### src/rtl/core/arq_pkg.sv
// ----------------------------------------------------------------------------
// arq_pkg
// Shared types and constants of the ARQ retransmit and duplicate filter
// ----------------------------------------------------------------------------
package arq_pkg;

    localparam int unsigned ID_W      = 8;
    localparam int unsigned TIME_W    = 32;
    localparam int unsigned TMO_W     = 16;
    localparam int unsigned RETRY_W   = 4;
    localparam int unsigned SLOT_O_W  = 3;
    localparam int unsigned APB_AW    = 3;
    localparam int unsigned APB_DW    = 32;

    localparam logic [TMO_W-1:0]   RESET_TIMEOUT = 16'd2000;
    localparam logic [RETRY_W-1:0] RESET_RETRIES = 4'd5;

    // register select is paddr[2]
    localparam logic REG_ACK_TIMEOUT = 1'b0;
    localparam logic REG_MAX_RETRIES = 1'b1;

    typedef enum logic [1:0] {
        ACT_SEND = 2'd0,
        ACT_DATA = 2'd1,
        ACT_ACK  = 2'd2,
        ACT_TICK = 2'd3
    } t_action;

    typedef enum logic [3:0] {
        EV_SEND      = 4'd0,
        EV_FULL      = 4'd1,
        EV_ACK_NEW   = 4'd2,
        EV_ACK_DUP   = 4'd3,
        EV_DELIVERED = 4'd4,
        EV_UNKNOWN   = 4'd5,
        EV_RESEND    = 4'd6,
        EV_GIVEUP    = 4'd7,
        EV_DROPPED   = 4'd8,
        EV_IDLE      = 4'd9
    } t_event;

    typedef struct packed {
        t_event               ev;
        logic [ID_W-1:0]      id;
        logic [SLOT_O_W-1:0]  slot;
        logic [RETRY_W-1:0]   rl;
        logic                 last;
    } t_result;

    typedef struct packed {
        logic            start;
        logic            add;
        logic [ID_W-1:0] id;
    } t_hist_req;

    typedef struct packed {
        logic done;
        logic hit;
    } t_hist_rsp;

endpackage

### src/rtl/core/arq_ram.sv
// ----------------------------------------------------------------------------
// arq_ram
// Generic single-write, single-read RAM with registered read data
// ----------------------------------------------------------------------------
module arq_ram #(
    parameter int unsigned WIDTH = 8,
    parameter int unsigned DEPTH = 16
) (
    input  logic                                          i_clk,
    input  logic                                          i_we,
    input  logic [((DEPTH > 1) ? $clog2(DEPTH) : 1)-1:0]  i_waddr,
    input  logic [WIDTH-1:0]                              i_wdata,
    input  logic [((DEPTH > 1) ? $clog2(DEPTH) : 1)-1:0]  i_raddr,
    output logic [WIDTH-1:0]                              o_rdata
);

    logic [WIDTH-1:0] r_mem [DEPTH];
    logic [WIDTH-1:0] r_rdata;

    always_ff @(posedge i_clk) begin
        if (i_we) begin
            r_mem[i_waddr] <= i_wdata;
        end
        r_rdata <= r_mem[i_raddr];
    end

    assign o_rdata = r_rdata;

endmodule

### src/rtl/core/arq_hist.sv
// ----------------------------------------------------------------------------
// arq_hist
// Ring history of received ids, searched one entry per cycle
// ----------------------------------------------------------------------------
module arq_hist
    import arq_pkg::*;
#(
    parameter int unsigned DEPTH = 16
) (
    input  logic      i_clk,
    input  logic      i_rst_n,
    input  t_hist_req i_req,
    output t_hist_rsp o_rsp
);

    localparam int unsigned AW = (DEPTH > 1) ? $clog2(DEPTH) : 1;

    typedef enum logic {
        H_IDLE,
        H_SRCH
    } t_hstate;

    t_hstate         r_state, n_state;
    logic [AW:0]     r_ptr, n_ptr;
    logic            r_cmp, n_cmp;
    logic [AW-1:0]   r_wpos, n_wpos;
    logic            r_wrapped, n_wrapped;
    logic [AW:0]     limit;
    logic [ID_W-1:0] rdata;

    arq_ram #(
        .WIDTH (ID_W),
        .DEPTH (DEPTH)
    ) u_ram (
        .i_clk   (i_clk),
        .i_we    (i_req.add),
        .i_waddr (r_wpos),
        .i_wdata (i_req.id),
        .i_raddr (r_ptr[AW-1:0]),
        .o_rdata (rdata)
    );

    assign limit = r_wrapped ? (AW+1)'(DEPTH) : {1'b0, r_wpos};

    always_comb begin
        n_state   = r_state;
        n_ptr     = r_ptr;
        n_cmp     = r_cmp;
        n_wpos    = r_wpos;
        n_wrapped = r_wrapped;
        o_rsp     = '0;
        if (i_req.add) begin
            if (r_wpos == AW'(DEPTH - 1)) begin
                n_wpos    = '0;
                n_wrapped = 1'b1;
            end else begin
                n_wpos = r_wpos + 1'b1;
            end
        end
        unique case (r_state)
            H_IDLE: begin
                if (i_req.start) begin
                    n_ptr   = '0;
                    n_cmp   = 1'b0;
                    n_state = H_SRCH;
                end
            end
            H_SRCH: begin
                if (r_cmp && (rdata == i_req.id)) begin
                    o_rsp.done = 1'b1;
                    o_rsp.hit  = 1'b1;
                    n_cmp      = 1'b0;
                    n_state    = H_IDLE;
                end else if (!r_cmp && (r_ptr == limit)) begin
                    o_rsp.done = 1'b1;
                    n_state    = H_IDLE;
                end else begin
                    n_cmp = (r_ptr != limit);
                    if (r_ptr != limit) begin
                        n_ptr = r_ptr + 1'b1;
                    end
                end
            end
            default: n_state = H_IDLE;
        endcase
    end

    always_ff @(posedge i_clk) begin
        if (!i_rst_n) begin
            r_state   <= H_IDLE;
            r_ptr     <= '0;
            r_cmp     <= 1'b0;
            r_wpos    <= '0;
            r_wrapped <= 1'b0;
        end else begin
            r_state   <= n_state;
            r_ptr     <= n_ptr;
            r_cmp     <= n_cmp;
            r_wpos    <= n_wpos;
            r_wrapped <= n_wrapped;
        end
    end

endmodule

### src/rtl/core/arq_retransmit_and_dedup_unit.sv
// ----------------------------------------------------------------------------
// arq_retransmit_and_dedup_unit
// Link-layer ARQ tracker: pending slots, retransmit timer, duplicate filter
// ----------------------------------------------------------------------------
// Usage:
//   The input stream carries one request per item: tuser holds the action
//   (send, data received, ack received, tick), tdata the received id and the
//   crc flag. Each item gives one or more result items on the output stream,
//   tlast marks the final one. The APB port sets the ack timeout and the
//   retry budget, and may be written only while the unit is idle.
//   An item is taken only in the idle state. A send or an ack walks the slot
//   table, one slot per cycle, and then emits its result. A data frame walks
//   the id history through its RAM, one entry per cycle. A tick takes one
//   pass to mark expired slots and one to emit them. A dropped frame goes
//   straight to emitting its result. The output is a single register; while
//   the receiver stalls, the walk stops at its next result. The last result
//   may wait while the next item is taken.
//   Reset empties all slots, clears time, id counter and history, and loads
//   the register defaults; no clearing pass is needed.
// ----------------------------------------------------------------------------
module arq_retransmit_and_dedup_unit
    import arq_pkg::*;
#(
    parameter int unsigned QUEUE_SLOTS   = 5,
    parameter int unsigned HISTORY_DEPTH = 16
) (
    input  logic              i_clk,
    input  logic              i_rst_n,
    // input stream
    input  logic              i_s_axis_tvalid,
    output logic              o_s_axis_tready,
    input  logic [15:0]       i_s_axis_tdata,  // rx_id[7:0], crc_ok[8]
    input  logic [1:0]        i_s_axis_tuser,  // action[1:0]
    // output stream
    output logic              o_m_axis_tvalid,
    input  logic              i_m_axis_tready,
    output logic [15:0]       o_m_axis_tdata,  // msg_id[7:0], slot[10:8], retries_left[14:11]
    output logic [3:0]        o_m_axis_tuser,  // event_res[3:0]
    output logic              o_m_axis_tlast,
    // configuration
    input  logic              psel,
    input  logic              penable,
    input  logic              pwrite,
    input  logic [APB_AW-1:0] paddr,
    input  logic [APB_DW-1:0] pwdata,
    output logic [APB_DW-1:0] prdata,
    output logic              pready
);

    localparam int unsigned SW = (QUEUE_SLOTS > 1) ? $clog2(QUEUE_SLOTS) : 1;

    typedef enum logic [2:0] {
        S_IDLE,
        S_SEND,
        S_ACK,
        S_HREQ,
        S_HIST,
        S_TSCAN,
        S_TEMIT,
        S_EMIT
    } t_state;

    t_state                 r_state, n_state;
    logic [ID_W-1:0]        r_rx, n_rx;
    logic [SW-1:0]          r_idx, n_idx;
    logic [QUEUE_SLOTS-1:0] r_exp, n_exp;
    logic [QUEUE_SLOTS-1:0] r_act, n_act;
    logic [TIME_W-1:0]      r_time, n_time;
    logic [ID_W-1:0]        r_next_id, n_next_id;
    logic [TMO_W-1:0]       r_timeout, n_timeout;
    logic [RETRY_W-1:0]     r_maxret, n_maxret;
    t_result                r_res, n_res;
    logic                   r_ovalid, n_ovalid;
    t_result                r_out, n_out;

    logic [ID_W-1:0]        r_sid   [QUEUE_SLOTS];
    logic [RETRY_W-1:0]     r_sret  [QUEUE_SLOTS];
    logic [TIME_W-1:0]      r_stime [QUEUE_SLOTS];

    logic                   we_new, we_retry;
    logic                   accept, out_free, idx_last, expired;
    logic [TIME_W-1:0]      elapsed;
    logic                   cfg_we;
    t_action                act_in;
    t_hist_req              hreq;
    t_hist_rsp              hrsp;

    arq_hist #(
        .DEPTH (HISTORY_DEPTH)
    ) u_hist (
        .i_clk   (i_clk),
        .i_rst_n (i_rst_n),
        .i_req   (hreq),
        .o_rsp   (hrsp)
    );

    assign act_in   = t_action'(i_s_axis_tuser);
    assign accept   = i_s_axis_tvalid && (r_state == S_IDLE);
    assign out_free = !r_ovalid || i_m_axis_tready;
    assign idx_last = (r_idx == SW'(QUEUE_SLOTS - 1));
    assign elapsed  = r_time - r_stime[r_idx];
    assign expired  = r_act[r_idx] && (elapsed >= TIME_W'(r_timeout));
    assign cfg_we   = psel && penable && pwrite;

    always_comb begin
        n_state   = r_state;
        n_rx      = r_rx;
        n_idx     = r_idx;
        n_exp     = r_exp;
        n_act     = r_act;
        n_time    = r_time;
        n_next_id = r_next_id;
        n_timeout = r_timeout;
        n_maxret  = r_maxret;
        n_res     = r_res;
        n_ovalid  = r_ovalid;
        n_out     = r_out;
        we_new    = 1'b0;
        we_retry  = 1'b0;
        hreq      = '{start: 1'b0, add: 1'b0, id: r_rx};

        if (r_ovalid && i_m_axis_tready) begin
            n_ovalid = 1'b0;
        end

        if (cfg_we) begin
            unique case (paddr[2])
                REG_ACK_TIMEOUT: n_timeout = pwdata[TMO_W-1:0];
                REG_MAX_RETRIES: n_maxret  = pwdata[RETRY_W-1:0];
                default: ;
            endcase
        end

        unique case (r_state)
            S_IDLE: begin
                if (accept) begin
                    n_rx  = i_s_axis_tdata[ID_W-1:0];
                    n_idx = '0;
                    unique case (act_in)
                        ACT_SEND: n_state = S_SEND;
                        ACT_DATA, ACT_ACK: begin
                            if (!i_s_axis_tdata[ID_W]) begin
                                n_res   = '{ev: EV_DROPPED, id: i_s_axis_tdata[ID_W-1:0],
                                            slot: '0, rl: '0, last: 1'b1};
                                n_state = S_EMIT;
                            end else if (act_in == ACT_DATA) begin
                                n_state = S_HREQ;
                            end else begin
                                n_state = S_ACK;
                            end
                        end
                        ACT_TICK: begin
                            n_time  = r_time + 1'b1;
                            n_exp   = '0;
                            n_state = S_TSCAN;
                        end
                        default: n_state = S_IDLE;
                    endcase
                end
            end
            S_SEND: begin
                if (!r_act[r_idx]) begin
                    we_new           = 1'b1;
                    n_act[r_idx]     = 1'b1;
                    n_next_id        = r_next_id + 1'b1;
                    n_res            = '{ev: EV_SEND, id: r_next_id, slot: SLOT_O_W'(r_idx),
                                         rl: r_maxret, last: 1'b1};
                    n_state          = S_EMIT;
                end else if (idx_last) begin
                    n_res   = '{ev: EV_FULL, id: '0, slot: '0, rl: '0, last: 1'b1};
                    n_state = S_EMIT;
                end else begin
                    n_idx = r_idx + 1'b1;
                end
            end
            S_ACK: begin
                if (r_act[r_idx] && (r_sid[r_idx] == r_rx)) begin
                    n_act[r_idx] = 1'b0;
                    n_res        = '{ev: EV_DELIVERED, id: r_rx, slot: SLOT_O_W'(r_idx),
                                     rl: r_sret[r_idx], last: 1'b1};
                    n_state      = S_EMIT;
                end else if (idx_last) begin
                    n_res   = '{ev: EV_UNKNOWN, id: r_rx, slot: '0, rl: '0, last: 1'b1};
                    n_state = S_EMIT;
                end else begin
                    n_idx = r_idx + 1'b1;
                end
            end
            S_HREQ: begin
                hreq.start = 1'b1;
                n_state    = S_HIST;
            end
            S_HIST: begin
                if (hrsp.done) begin
                    hreq.add = !hrsp.hit;
                    n_res    = '{ev: EV_ACK_NEW, id: r_rx, slot: '0, rl: '0, last: 1'b1};
                    if (hrsp.hit) begin
                        n_res.ev = EV_ACK_DUP;
                    end
                    n_state  = S_EMIT;
                end
            end
            S_TSCAN: begin
                n_exp[r_idx] = expired;
                if (idx_last) begin
                    n_idx = '0;
                    if (n_exp == '0) begin
                        n_res   = '{ev: EV_IDLE, id: '0, slot: '0, rl: '0, last: 1'b1};
                        n_state = S_EMIT;
                    end else begin
                        n_state = S_TEMIT;
                    end
                end else begin
                    n_idx = r_idx + 1'b1;
                end
            end
            S_TEMIT: begin
                if (r_exp[r_idx]) begin
                    n_exp[r_idx] = 1'b0;
                    if (r_sret[r_idx] != '0) begin
                        we_retry = 1'b1;
                        n_res    = '{ev: EV_RESEND, id: r_sid[r_idx], slot: SLOT_O_W'(r_idx),
                                     rl: r_sret[r_idx] - 1'b1, last: 1'b0};
                    end else begin
                        n_act[r_idx] = 1'b0;
                        n_res        = '{ev: EV_GIVEUP, id: r_sid[r_idx],
                                         slot: SLOT_O_W'(r_idx), rl: '0, last: 1'b0};
                    end
                    n_res.last = (n_exp == '0);
                    n_state    = S_EMIT;
                end
                if (!idx_last) begin
                    n_idx = r_idx + 1'b1;
                end
            end
            S_EMIT: begin
                if (out_free) begin
                    n_ovalid = 1'b1;
                    n_out    = r_res;
                    n_state  = r_res.last ? S_IDLE : S_TEMIT;
                end
            end
            default: n_state = S_IDLE;
        endcase
    end

    always_ff @(posedge i_clk) begin
        if (!i_rst_n) begin
            r_state   <= S_IDLE;
            r_idx     <= '0;
            r_exp     <= '0;
            r_act     <= '0;
            r_time    <= '0;
            r_next_id <= '0;
            r_timeout <= RESET_TIMEOUT;
            r_maxret  <= RESET_RETRIES;
            r_ovalid  <= 1'b0;
        end else begin
            r_state   <= n_state;
            r_idx     <= n_idx;
            r_exp     <= n_exp;
            r_act     <= n_act;
            r_time    <= n_time;
            r_next_id <= n_next_id;
            r_timeout <= n_timeout;
            r_maxret  <= n_maxret;
            r_ovalid  <= n_ovalid;
        end
        r_rx  <= n_rx;
        r_res <= n_res;
        r_out <= n_out;
    end

    // slot payload, written at the walk index
    always_ff @(posedge i_clk) begin
        if (we_new) begin
            r_sid[r_idx]   <= r_next_id;
            r_sret[r_idx]  <= r_maxret;
            r_stime[r_idx] <= r_time;
        end else if (we_retry) begin
            r_sret[r_idx]  <= r_sret[r_idx] - 1'b1;
            r_stime[r_idx] <= r_time;
        end
    end

    always_comb begin
        prdata = '0;
        unique case (paddr[2])
            REG_ACK_TIMEOUT: prdata = APB_DW'(r_timeout);
            REG_MAX_RETRIES: prdata = APB_DW'(r_maxret);
            default: prdata = '0;
        endcase
    end

    assign pready          = 1'b1;
    assign o_s_axis_tready = (r_state == S_IDLE);
    assign o_m_axis_tvalid = r_ovalid;
    assign o_m_axis_tdata  = {1'b0, r_out.rl, r_out.slot, r_out.id};
    assign o_m_axis_tuser  = r_out.ev;
    assign o_m_axis_tlast  = r_out.last;

endmodule

### config.mk
export PLATFORM = sky130hd
export DESIGN_NAME = arq_retransmit_and_dedup_unit
export DESIGN_NICKNAME = d
export VERILOG_FILES = /design/src/rtl/core/arq_pkg.sv /design/src/rtl/core/arq_ram.sv /design/src/rtl/core/arq_hist.sv /design/src/rtl/core/arq_retransmit_and_dedup_unit.sv
export SDC_FILE = /design/constraint.sdc
export NUM_CORES = 1
export LEC_CHECK = 0
export BUFFER_PORTS_ARGS = -buffer_cell sky130_fd_sc_hd__buf_2
export CORE_MARGIN = 3
export CORE_UTILIZATION = 30
export CTS_CLUSTER_SIZE = 10
export DETAILED_ROUTE_END_ITERATION = 8
export HOLD_SLACK_MARGIN = 0.02
export PLACE_DENSITY = 0.56
export SETUP_SLACK_MARGIN = 0.4
export SKIP_CTS_REPAIR_TIMING = 1
export SKIP_LAST_GASP = 1
export SLEW_MARGIN = 0
export SYNTH_ARGS = -nofsm -noshare
export SYNTH_HDL_FRONTEND = slang
export SYNTH_SLANG_ARGS = --single-unit
### constraint.sdc
create_clock -name i_clk -period 19.9 [get_ports i_clk]
set_input_delay 0.995 -clock i_clk [delete_from_list [all_inputs] [get_ports i_clk]]
set_output_delay 0.995 -clock i_clk [all_outputs]
set_load 0.02 [all_outputs]
## After elaboration in Yosys (flattened, before gate mapping)

Memory sizes are Yosys's and may differ from the RTL's. A register that Yosys moved wholly into a read port is not among the register bits.
Cells that the tools add are included.
W data, S select, Z words.

- Flip-flop bits (word level): 137
- Memory bits (writable): 348
- Input port bits: 60
- Memories kept: 4

- Add/sub/neg operators: 7
- Magnitude comparators: 3
- Eq/ne operators: 37
- Muxes and demuxes: 96
- Bitwise logic cells: 9
- Reduce and logical (&&, ||, !) cells: 37

Memory list:

| memory | depth | width | rd ports | clocked after memory_dff | write ports | RTL line | RTL |
|---|---|---|---|---|---|---|---|
| r_stime | 5 | 32 | 1 | 1 | 1 | arq_retransmit_and_dedup_unit.sv:78 | `logic [TIME_W-1:0] r_stime [QUEUE_SLOTS];` |
| u_hist.u_ram.r_mem | 16 | 8 | 1 | 1 | 1 | arq_ram.sv:17 | `logic [WIDTH-1:0] r_mem [DEPTH];` |
| r_sid | 5 | 8 | 1 | 1 | 1 | arq_retransmit_and_dedup_unit.sv:76 | `logic [ID_W-1:0] r_sid [QUEUE_SLOTS];` |
| r_sret | 5 | 4 | 1 | 1 | 1 | arq_retransmit_and_dedup_unit.sv:77 | `logic [RETRY_W-1:0] r_sret [QUEUE_SLOTS];` |

Operator list:

| cell | count |
|---|---|
| $mux W20 | 11 |
| $pmux W20 S6 | 1 |
| $pmux W32 S2 | 1 |
| $mux W3 | 21 |
| $mux W5 | 12 |
| $mux W1 | 33 |
| $add A32 B1 Y32 const B | 1 |
| $ge A32 B16 Y1 | 1 |
| $mux W32 | 1 |
| $sub A32 B32 Y32 | 1 |
| $ne A2 B2 Y1 const B | 15 |
| $pmux W5 S3 | 2 |
| $pmux W3 S8 | 1 |
| $mux W17 | 1 |
| $eq A8 B8 Y1 | 2 |
| $eq A3 B3 Y1 const B | 5 |
| $pmux W3 S5 | 1 |
| $reduce_and A2 Y1 | 7 |
| $reduce_and A4 Y1 | 3 |
| $and A5 B5 Y5 | 2 |
| $logic_not A5 Y1 | 2 |
| $pmux W5 S2 | 1 |
| $reduce_and A10 Y1 | 1 |
| $reduce_and A5 Y1 | 2 |
| 38 further kinds | 61 |

## Logic depth before layout (Yosys ltp)

- Word-level depth: 11
- Mapped depth: 23
- Mapped depth without buffers: 19

## Hierarchy

A second synthesis with hierarchy kept.

- Cells, all modules: 1716
- Area total of the unflattened synthesis: 22914.5 sq um

By module, submodules not included:

| module | times used | cells each | area an instance (sq um) |
|---|---|---|---|
| arq_retransmit_and_dedup_unit | 1 | 1383 | 16856.2 |
| arq_ram | 1 | 229 | 5147.4 |
| arq_hist | 1 | 104 | 910.9 |

## Worst setup path after synthesis

Ideal clock, no wire load.

- Path kind: reg2reg
- From: register (tool-made name)
- To: register r_res[0] (netlist bit) (enable)
- Arrival time: 6.577 ns
- Required time: 19.500 ns
- Slack: 12.923 ns
- Cell stages (with the launch flop): 24
- Buffers on the path: 4
- Period minus slack after synthesis: 6.977 ns
- Cell sequence: dfxtp_1 -> buf_4 -> buf_2 -> buf_1 -> mux4_2 -> mux2i_1 -> inv_1 -> fa_1 -> nand2b_1 -> a21oi_1 -> nor2_1 -> o41ai_1 -> xor2_1 -> ha_1 -> a21o_1 -> a21o_1 -> a222oi_1 -> nand4_1 -> a2111o_1 -> a2111oi_0 -> nand2_1 -> or3_1 -> buf_2 -> a221oi_2

RTL lines:

| item | RTL line | RTL |
|---|---|---|
| end signal: assignment | arq_retransmit_and_dedup_unit.sv:270 | `r_res <= n_res;` |
| end: declaration | arq_retransmit_and_dedup_unit.sv:72 | `t_result r_res, n_res;` |

==> results.toml <==
[global_route]
grt_pass1_wl_um = 83000
grt_max_degree = 65
grt_antenna_before_repair = 3
grt_use_total_pct = 13.7
grt_pass1_vias = 13800
grt_remaining_overflow = 0

[clocking]
cts_root_buf = "clkbuf_16"
cts_tree = "yes"
clock_sinks = 496
cts.clk_slew.worst_paths_ps = 60
cts_buffer_depth = 3
cts_buffers = 57
clk_latency_ps = 620
htree_levels = 2

[setup_path]
crit_path_max_fanout = 44
worstSetupEndpointType = "register"
cp_cell_sequence = "buf_4 -> mux4_2 -> mux2_2 -> ha_1 -> fa_1 -> nand2b_1 -> a21oi_1 -> nor2_1 -> o41ai_1 -> xor2_1 -> ha_1 -> a21o_1 -> a21o_1 -> a222oi_1 -> nand4_1 -> a2111o_1 -> a2111oi_0 -> nand2_1 -> or3_1 -> a221oi_2 -> buf_4"
path_class = "reg -> reg"
cp_data_required_time_ps = 20180
cp_slowest_cell = "buf_4"
r2r.worst_path.cells = 21
slowest_delay_ps = 610
cp.arrival_ps = 7480
startpoint_type = "register"

[cells_and_area]
antenna_cells = 0
stdcell_count = 2731
fin_area_um2 = 25600
drive_above_1_share_pct = 16.1
nFillCells = 7165
synthToLayoutAreaGrowth_pct = 14.0
nNetsFinal = 1850

[power_and_ir_drop]
ir_drop_uv = 81.4
leakage_nw = 8.57
p_per_area_nw_per_um2 = 112
finalPower_w = 0.00286

[die]
fp.coreArea_um2 = 73600
ioPinCount = 116
die_x_um = 280
dieArea_um2 = 78100
start_util_pct = 30.5
die_h_um = 280
num_rows = 99

[synth]
synth_area_um2 = 22400
yosysWarningCount = 0
avgSynthCellArea_um2 = 13.7
ys_seq_elements = 496
netlist_instances = 1644
synth_cell_types = 77
ys.flop_type = "edfxtp_1"
synth-edff-count = 396
synthArstFlopShare_pct = 0
yosysSeqAreaShare_pct = 61.9

[detailed_routing]
drc_errors = 0
viasPerCell = 5.03
drt_wl_total_um = 53800
routedWlPerCell_um = 19.7
final_antenna_net_count = 0
drtIter0Drc = 1147
via_count = 13800
firstDrtPassIters = 5

[flow_run]
drv_cap = 0

[placed_design]
portBuffers = 72
dp_hpwl_um = 35800
placed_area_um2 = 23900
place_inst = 2626
gp_congestion = 0.861

[worst_hold_path]
holdCritPathClass = "reg -> reg"
min_path_cells = 0

[timing]
tightest_slew_ps = 1180
hold_viol = 0
tns_ps = 0
fin_crit_sh_pct = 36.2
final-setup-viol-count = 0
slew_headroom_pct = 21.2
drv_slew = 0
fin_skew_ps = 39.3
max_freq_ghz = 0.139
min_period_ps = 7200
rsz0062_at_grt = "no"

[run_status]
status = "finished, final reports clean"
-- stage by stage --
step	hold slack, ps	setup WS (ps)	util (%)
6_report	418	12700	34.8
5_1_grt	423	12310	34.8
3_5_place_dp	405	12740	32.5
4_1_cts	417	12690	34.8
2_1_floorplan	400	12920	-
3_3_place_gp	407	12810	32.5
-- logic make-up (layout without fill, tap and decap cells) --
kind of cell | Yosys count | after routing | share of synthesized area (%)
simple gates | 440 | 440 | 9.16
xor+xnor | 76 | 76 | 2.97
buf+inv | 139 | 251 | 2.72
mux | 148 | 148 | 11.5
compound gates | 279 | 279 | 8.17
flops | 496 | 496 | 61.9
fa+ha+maj | 64 | 64 | 3.60
other cells | 2 | 18 | 0.0335
-- cell usage in the layout (no fill, tap or decap), types with 8 or more instances in the layout --
cell / netlist / layout
nor2_1: 140 / 137
edfxtp_1: 396 / 396
a21boi_0: 18 / 18
mux4_2: 86 / 86
nand3_1: 40 / 40
xor2_1: 39 / 39
a21o_1: 8 / 8
nand4_1: 18 / 18
a21oi_1: 71 / 71
buf_4: 19 / 26
conb_1: 2 / 18
xnor2_1: 37 / 37
clkbuf_1: 47 / 40
mux2i_1: 51 / 51
nand2_1: 117 / 117
and3_1: 16 / 16
inv_1: 45 / 45
nor4_1: 12 / 12
and2_1: 21 / 21
or3_1: 13 / 13
mux2_2: 11 / 11
dfxtp_1: 100 / 96
nor3_1: 30 / 28
clkbuf_16: 0 / 57
ha_1: 63 / 63
nand2b_1: 9 / 9
buf_2: 14 / 72
a31oi_1: 15 / 15
o211ai_1: 16 / 16
o21ai_0: 64 / 64
o21a_1: 8 / 8
-- state kept, by name (all words and copies together), names as in the netlist, 3 cells and up, named ones only --
register	cells
u_hist.u_ram.o_rdata	8
r_next_id	8
r_sret	20
u_hist.r_ptr	5
r_idx	3
o_m_axis_tuser	4
r_maxret	4
r_stime	160
r_sid	40
r_timeout	16
r_res	20
r_exp	5
r_time	32
r_state	3
u_hist.u_ram.r_mem	128
u_hist.r_wpos	4
r_rx	8
o_m_axis_tdata	15
-- critical path: cells and delay by family (launching register included) --
family / cells / cell delay, ps
xor+xnor: 1 / 300
simple gates: 5 / 1080
mux: 2 / 700
flops: 1 / 310
compound gates: 8 / 2570
fa+ha+maj: 3 / 920
buf+inv: 2 / 950
-- path summary, 6_finish.rpt --
kind                                 from           endpoint  slack, ps
worst max-delay path             register           r_res[6]      12700
worst min-delay path            r_res[17]  o_m_axis_tuser[1]        420
worst max register to register   register           r_res[6]      12700
worst min register to register  r_res[17]  o_m_axis_tuser[1]        420
-- final cells by class --
class,instances,area [µm²],area share (%)
Sequential cell,496,13900,54.3
Multi-Input combinational cell,1025,8040,31.4
Clock buffer,99,1600,6.27
Tap cell,959,1200,4.69
Timing Repair Buffer,98,556,2.17
Inverter,48,180,0.704
Clock inverter,6,108,0.420
-- where the power goes --
group          switching, W  total (W)  internal, W
logic              0.000401   0.000635     0.000234
registers         0.0000454    0.00127      0.00122
clock network      0.000406   0.000952     0.000546
-- per-layer routing --
metal | GRT usage, % | up-vias | wire (µm)
li1 | - | 6405 | -
met1 | 19.5 | 6875 | 25200
met2 | 21.8 | 390 | 24800
met3 | 2.28 | 78 | 2670
met4 | 3.46 | 2 | 1100
met5 | 0 | - | 13
-- cell usage after synthesis, types with 11 or more instances --
cell type,instances,area share [%]
edfxtp_1,396,53
nor3_1,30,0.67
a21oi_1,71,1.6
a31oi_1,15,0.42
ha_1,63,3.5
a21boi_0,18,0.60
nor4_1,12,0.33
nand2_1,117,2.0
xor2_1,39,1.5
nor2_1,140,2.3
mux4_2,86,8.6
mux2_2,11,0.55
mux2i_1,51,2.3
dfxtp_1,100,8.9
nand3_1,40,0.89
and2_1,21,0.59
and3_1,16,0.45
buf_1,11,0.18
clkbuf_1,47,0.79
or3_1,13,0.36
o211ai_1,16,0.54
buf_2,14,0.31
inv_1,45,0.75
buf_4,19,0.64
nand4_1,18,0.50
xnor2_1,37,1.4
o21ai_0,64,1.4
No activity file was read; power rests on OpenSTA's default activity.
